## config.mk

```make
export PLATFORM = sky130hd
export DESIGN_NAME = scpf_front
export DESIGN_NICKNAME = d
export VERILOG_FILES = /design/src/scpf_pkg.sv /design/src/scpf_front.sv
export SDC_FILE = /design/constraint.sdc
export NUM_CORES = 1
export LEC_CHECK = 0
export BUFFER_PORTS_ARGS = -buffer_cell sky130_fd_sc_hd__buf_2
export CAP_MARGIN = 25
export CORE_ASPECT_RATIO = 1.1
export CORE_MARGIN = 8
export CORE_UTILIZATION = 50
export DETAILED_ROUTE_END_ITERATION = 10
export GPL_TIMING_DRIVEN = 0
export PLACE_DENSITY = 0.82
export SYNTH_ARGS = -nofsm -noshare
export SYNTH_HDL_FRONTEND = slang
export SYNTH_SLANG_ARGS = --single-unit
```

## constraint.sdc

```tcl
create_clock -name clk_i -period 2.7 [get_ports clk_i]
set_input_delay 0.405 -clock clk_i [delete_from_list [all_inputs] [get_ports clk_i]]
set_output_delay 0.405 -clock clk_i [all_outputs]
set_load 0.01 [all_outputs]
```

## src/scpf_pkg.sv

```systemverilog
// ----------------------------------------------------------------------------
// scpf_pkg
// Shared types, constants and status codes of the split-chunk pattern finder.
// ----------------------------------------------------------------------------
`default_nettype none
package scpf_pkg;

  localparam int unsigned TX_BYTES_DEF      = 4096;
  localparam int unsigned PATTERN_BYTES_DEF = 128;
  localparam int unsigned DESC_BYTES        = 43;
  localparam int unsigned DESC_BITS         = DESC_BYTES * 8;
  localparam int unsigned QUEUE_DEPTH       = 4;

  localparam logic [7:0] MAGIC0 = 8'h92;
  localparam logic [7:0] MAGIC1 = 8'h7A;
  localparam logic [7:0] MAGIC2 = 8'h59;

  typedef enum logic [2:0] {
    ST_NOT_FOUND = 3'd0,
    ST_FOUND     = 3'd1,
    ST_DESC_END  = 3'd2,
    ST_SECT_END  = 3'd3,
    ST_OVERFLOW  = 3'd4
  } status_e;

  // one queued input transaction
  typedef struct packed {
    logic       mode;
    logic [7:0] data_byte;
    logic       last;
  } item_t;

  typedef enum logic [3:0] {
    B_IDLE, B_COND, B_MRD, B_MCHK, B_DESC, B_CPRD, B_CPWR,
    B_CHA, B_CHB, B_CMPRD, B_CMPCK, B_CHEND
  } back_state_e;

endpackage
`default_nettype wire

```

## src/scpf_front.sv

```systemverilog
// ----------------------------------------------------------------------------
// scpf_front
// Accepts transactions and queues them for the search engine.
// ----------------------------------------------------------------------------
`default_nettype none
module scpf_front (
  input  wire                 clk_i,
  input  wire                 rst_ni,
  input  wire                 start,
  output logic                busy,
  input  wire                 mode_i,
  input  wire  [7:0]          data_byte_i,
  input  wire                 last_i,
  output logic                item_valid_o,
  output scpf_pkg::item_t     item_o,
  input  wire                 item_pop_i
);
  localparam int unsigned QD  = scpf_pkg::QUEUE_DEPTH;
  localparam int unsigned QAW = $clog2(QD);
  localparam int unsigned QCW = $clog2(QD + 1);

  scpf_pkg::item_t mem_q [QD];
  logic [QAW-1:0] wr_q, wr_d, rd_q, rd_d;
  logic [QCW-1:0] cnt_q, cnt_d;
  logic push, pop;

  assign busy         = (cnt_q == QCW'(QD));
  assign push         = start && !busy;
  assign item_valid_o = (cnt_q != '0);
  assign pop          = item_pop_i && item_valid_o;
  assign item_o       = mem_q[rd_q];

  always_comb begin
    wr_d  = push ? QAW'(wr_q + 1'b1) : wr_q;
    rd_d  = pop  ? QAW'(rd_q + 1'b1) : rd_q;
    cnt_d = QCW'(cnt_q + QCW'(push) - QCW'(pop));
  end

  always_ff @(posedge clk_i or negedge rst_ni) begin
    if (!rst_ni) begin
      wr_q  <= '0;
      rd_q  <= '0;
      cnt_q <= '0;
    end else begin
      wr_q  <= wr_d;
      rd_q  <= rd_d;
      cnt_q <= cnt_d;
    end
  end

  always_ff @(posedge clk_i) begin
    if (push) begin
      mem_q[wr_q] <= '{mode: mode_i, data_byte: data_byte_i, last: last_i};
    end
  end
endmodule
`default_nettype wire

```

==> flow_summary.ini <==
[status]
status = finished, final reports clean

[global_routing]
grt-ovfl-total = 0
grt_pass1_wl_um = 4912
grt_pass1_vias = 998
antenna_found_initial = 0
grt_max_degree = 17
track_usage = 0.1125

[hold_path]
hold_path_class = primary input to flop

[timing]
fin_crit_ns = 2.262
tightestPinTransition_ns = 0.5672
tns_ns = 0
setup_viol_count_final = 0
fin_skew_ns = 0.007346
fin_crit_sh = 0.8377
maxSlewHeadroom = 0.6219
worst_slack_ns = 0.4383
final-max-slew-violation-count = 0
final_hold_viol_count = 0
rsz0062_at_grt = no
fmax_mhz = 442.2

[cells_and_area]
area_growth_pct = 16.33
drive_gt1_frac = 0.3307
antennaDiodeCount = 0
nets = 147
fill_cells = 279

[placement]
place_hpwl_um = 2072
gp_congestion = 0.7271
portBuffers = 25
post-place-ws_ns = 0.4298

[critical_path]
startpoint_type = flop
critical_path.endpoint = cnt_q[2]
critPathKind = flop to flop
required_ns = 2.88
crit_slowest_cell = dfrtp_1
worst-path-buf-inv = 2
cpPeakStageDelay_ns = 0.48
crit_path_end_kind = flop
path_depth = 9
cp_top_family = adder cells
reg2reg_to = cnt_q[2]
startpoint = cnt_q[1]
r2r.worst_path.cells = 9
r2r_setup_slack_ns = 0.44
worstPathCellList = or3b_4 > nand2_1 > ha_1 > inv_1 > ha_1 > inv_1 > fa_1 > xnor2_1 > xnor2_1
crit_fanout = 8
rr_startpoint = cnt_q[1]
cp_data_arrival_time_ns = 2.44

[drt]
antenna_left = 0
dr.pass1.iters = 4
vias_per_cell = 5.266
wl_per_cell_um = 17.01
num_vias = 932
drt-total-wl_um = 3010
drt_iter0_markers = 96
route.detailed.drc = 0

[clocking]
numCtsBuffers = 5
clock-sinks = 47
cts_tree = done
clk_latency_ns = 0.30
htreeDepth = 2
post_cts_buffers = 0
clkTransAtPathRegs_ns = 0.09
cts_resized = 0
clockRootBuffer = clkbuf_8
clock_path_buffers = 2

[logic_synthesis]
yosys_warnings = 0
synthAdderAreaFrac = 0.04945
yosys.cell_types.count = 21
synth-simple-area-share = 0.04815
synth_area_per_cell_um2 = 20.68
ys_seq_area_frac = 0.7157
synth_area_mm2 = 0.001923
synth_cells = 93
ys_seq_elements = 47
synth_xor_area_frac = 0.01822
syn_nets = 114
synth_top_family_by_area = multiplexers
synth-compound-area-share = 0.01757
synth_mux_area_frac = 0.1308

[pwr]
power.share.sequential = 0.461
power_uw = 2350
p_sw_uw = 717.6
internal_power_uw = 1633
cellPowerDensity_mw_per_mm2 = 1051
p_clk_frac = 0.222
leakage_uw = 0.0008573
power_frac_comb = 0.317
p_sw_frac = 0.3053
ir_drop_v = 0.0005837

[die]
fp-row-count = 23
start_util = 0.5262
ios = 26
chipWidth_um = 75.13
die_height_um = 81.05
core_mm2 = 0.003655
die-area_mm2 = 0.006089

[job]
drv_cap = 0
==> worst register-to-register path, stage by stage (launching register included) <==
cell and delay [ns]:
dfrtp_1 0.48, or3b_4 0.46, nand2_1 0.10, ha_1 0.23, inv_1 0.05, ha_1 0.12, inv_1 0.05, fa_1 0.38
xnor2_1 0.15, xnor2_1 0.13
==> area by class of cell <==
class,instances,area (µm²),share of cell area
buffer,2,16.27,0.007271
clock buffer,5,68.82,0.03076
clock inverter,3,47.55,0.02125
inverter,6,22.52,0.01007
multi-input combinational,38,508.0,0.2271
sequential,47,1376,0.6152
tap,50,62.56,0.02796
timing repair buffer,26,135.1,0.06040
==> Yosys cell counts <==
cell type	instances	area, µm²
or3_2	1	7.510
dfrtp_1	7	175.2
and3_1	4	25.02
ha_1	6	75.07
o311ai_0	1	8.760
o211ai_1	2	15.01
edfxtp_1	40	1201
inv_2	1	3.750
nand2_1	2	7.510
xor2_1	1	8.760
nand4bb_1	2	22.52
nand2b_1	3	18.77
or3b_4	1	11.26
inv_1	5	18.77
fa_1	1	20.02
xnor2_1	3	26.28
buf_6	1	11.26
buf_2	1	5.000
mux4_1	7	183.9
mux4_2	3	67.56
o31a_2	1	10.01
==> what timing repair did <==
item                                    4_1_cts  5_1_grt
endpoints found under the hold margin         7        0
endpoints found under the setup margin        0        0
hold buffers                                  1        0
==> worst min path at each step <==
stage,from,end,slack (ns),cells past startpoint
6_report,data_byte_i[4],mem_q[2][5],0.31,1
5_1_grt,data_byte_i[1],mem_q[2][2],0.29,1
4_1_cts,data_byte_i[2],mem_q[1][3],0.30,1
3_5_place_dp,rst_ni,rd_q[0],0.24,1
3_3_place_gp,rst_ni,cnt_q[1],0.24,1
2_1_floorplan,rst_ni,cnt_q[0],0.11,0
==> state kept, by name, summed over array words and instances, names as in the netlist <==
| signal | cells |
|---|---|
| rd_q | 2 |
| wr_q | 2 |
| cnt_q | 3 |
| mem_q | 40 |
==> power groups by stage <==
| stage | Combinational, µW | Clock [µW] | Sequential, µW |
|---|---|---|---|
| finish | 744 | 522 | 1080 |
| global placement | 733 | 0 | 1080 |
| global route | 828 | 560 | 1110 |
| CTS | 765 | 532 | 1090 |
| detailed placement | 763 | 0 | 1100 |
| floorplan | 536 | 0 | 1070 |
==> routing by layer <==
| layer | track usage | part of all wire |
|---|---|---|
| met5 | 0 | 0 |
| met1 | 0.1321 | 0.42 |
| met2 | 0.1756 | 0.50 |
| met3 | 0.03941 | 0.054 |
| met4 | 0.06346 | 0.026 |
==> kinds of logic (layout without fill, tap and decap cells) <==
logic type,count (synthesis),count (layout)
adders and majority gates,7,7
DFF,47,47
and+or+nand+nor,13,13
AOI/OAI and AO/OA,4,4
xor gates and xnor gates,4,4
muxes,10,10
buffers and inverters,8,42
==> metrics by stage <==
| stage | hold slack [ns] | util | instances | area (µm²) |
|---|---|---|---|---|
| finish | 0.3106 | 0.6121 | 177 | 2237 |
| floorplan | 0.1094 | - | 93 | 1923 |
| detailed placement | 0.2442 | 0.5775 | 168 | 2111 |
| global placement | 0.2430 | 0.5775 | 168 | 2111 |
| CTS | 0.3000 | 0.6121 | 177 | 2237 |
| global route | 0.2933 | 0.6121 | 177 | 2237 |
==> layout by cell type, fill, tap and decap left out, types with 2 or more instances in the layout <==
cell	Yosys	routed
nand2b_1	3	3
dfrtp_1	7	7
and3_1	4	4
o211ai_1	2	2
ha_1	6	6
mux4_1	7	7
nand4bb_1	2	2
inv_1	5	5
mux4_2	3	3
clkbuf_8	0	5
xnor2_1	3	3
nand2_1	2	2
edfxtp_1	40	40
buf_2	1	26
No activity file was read; power rests on OpenSTA's default activity.
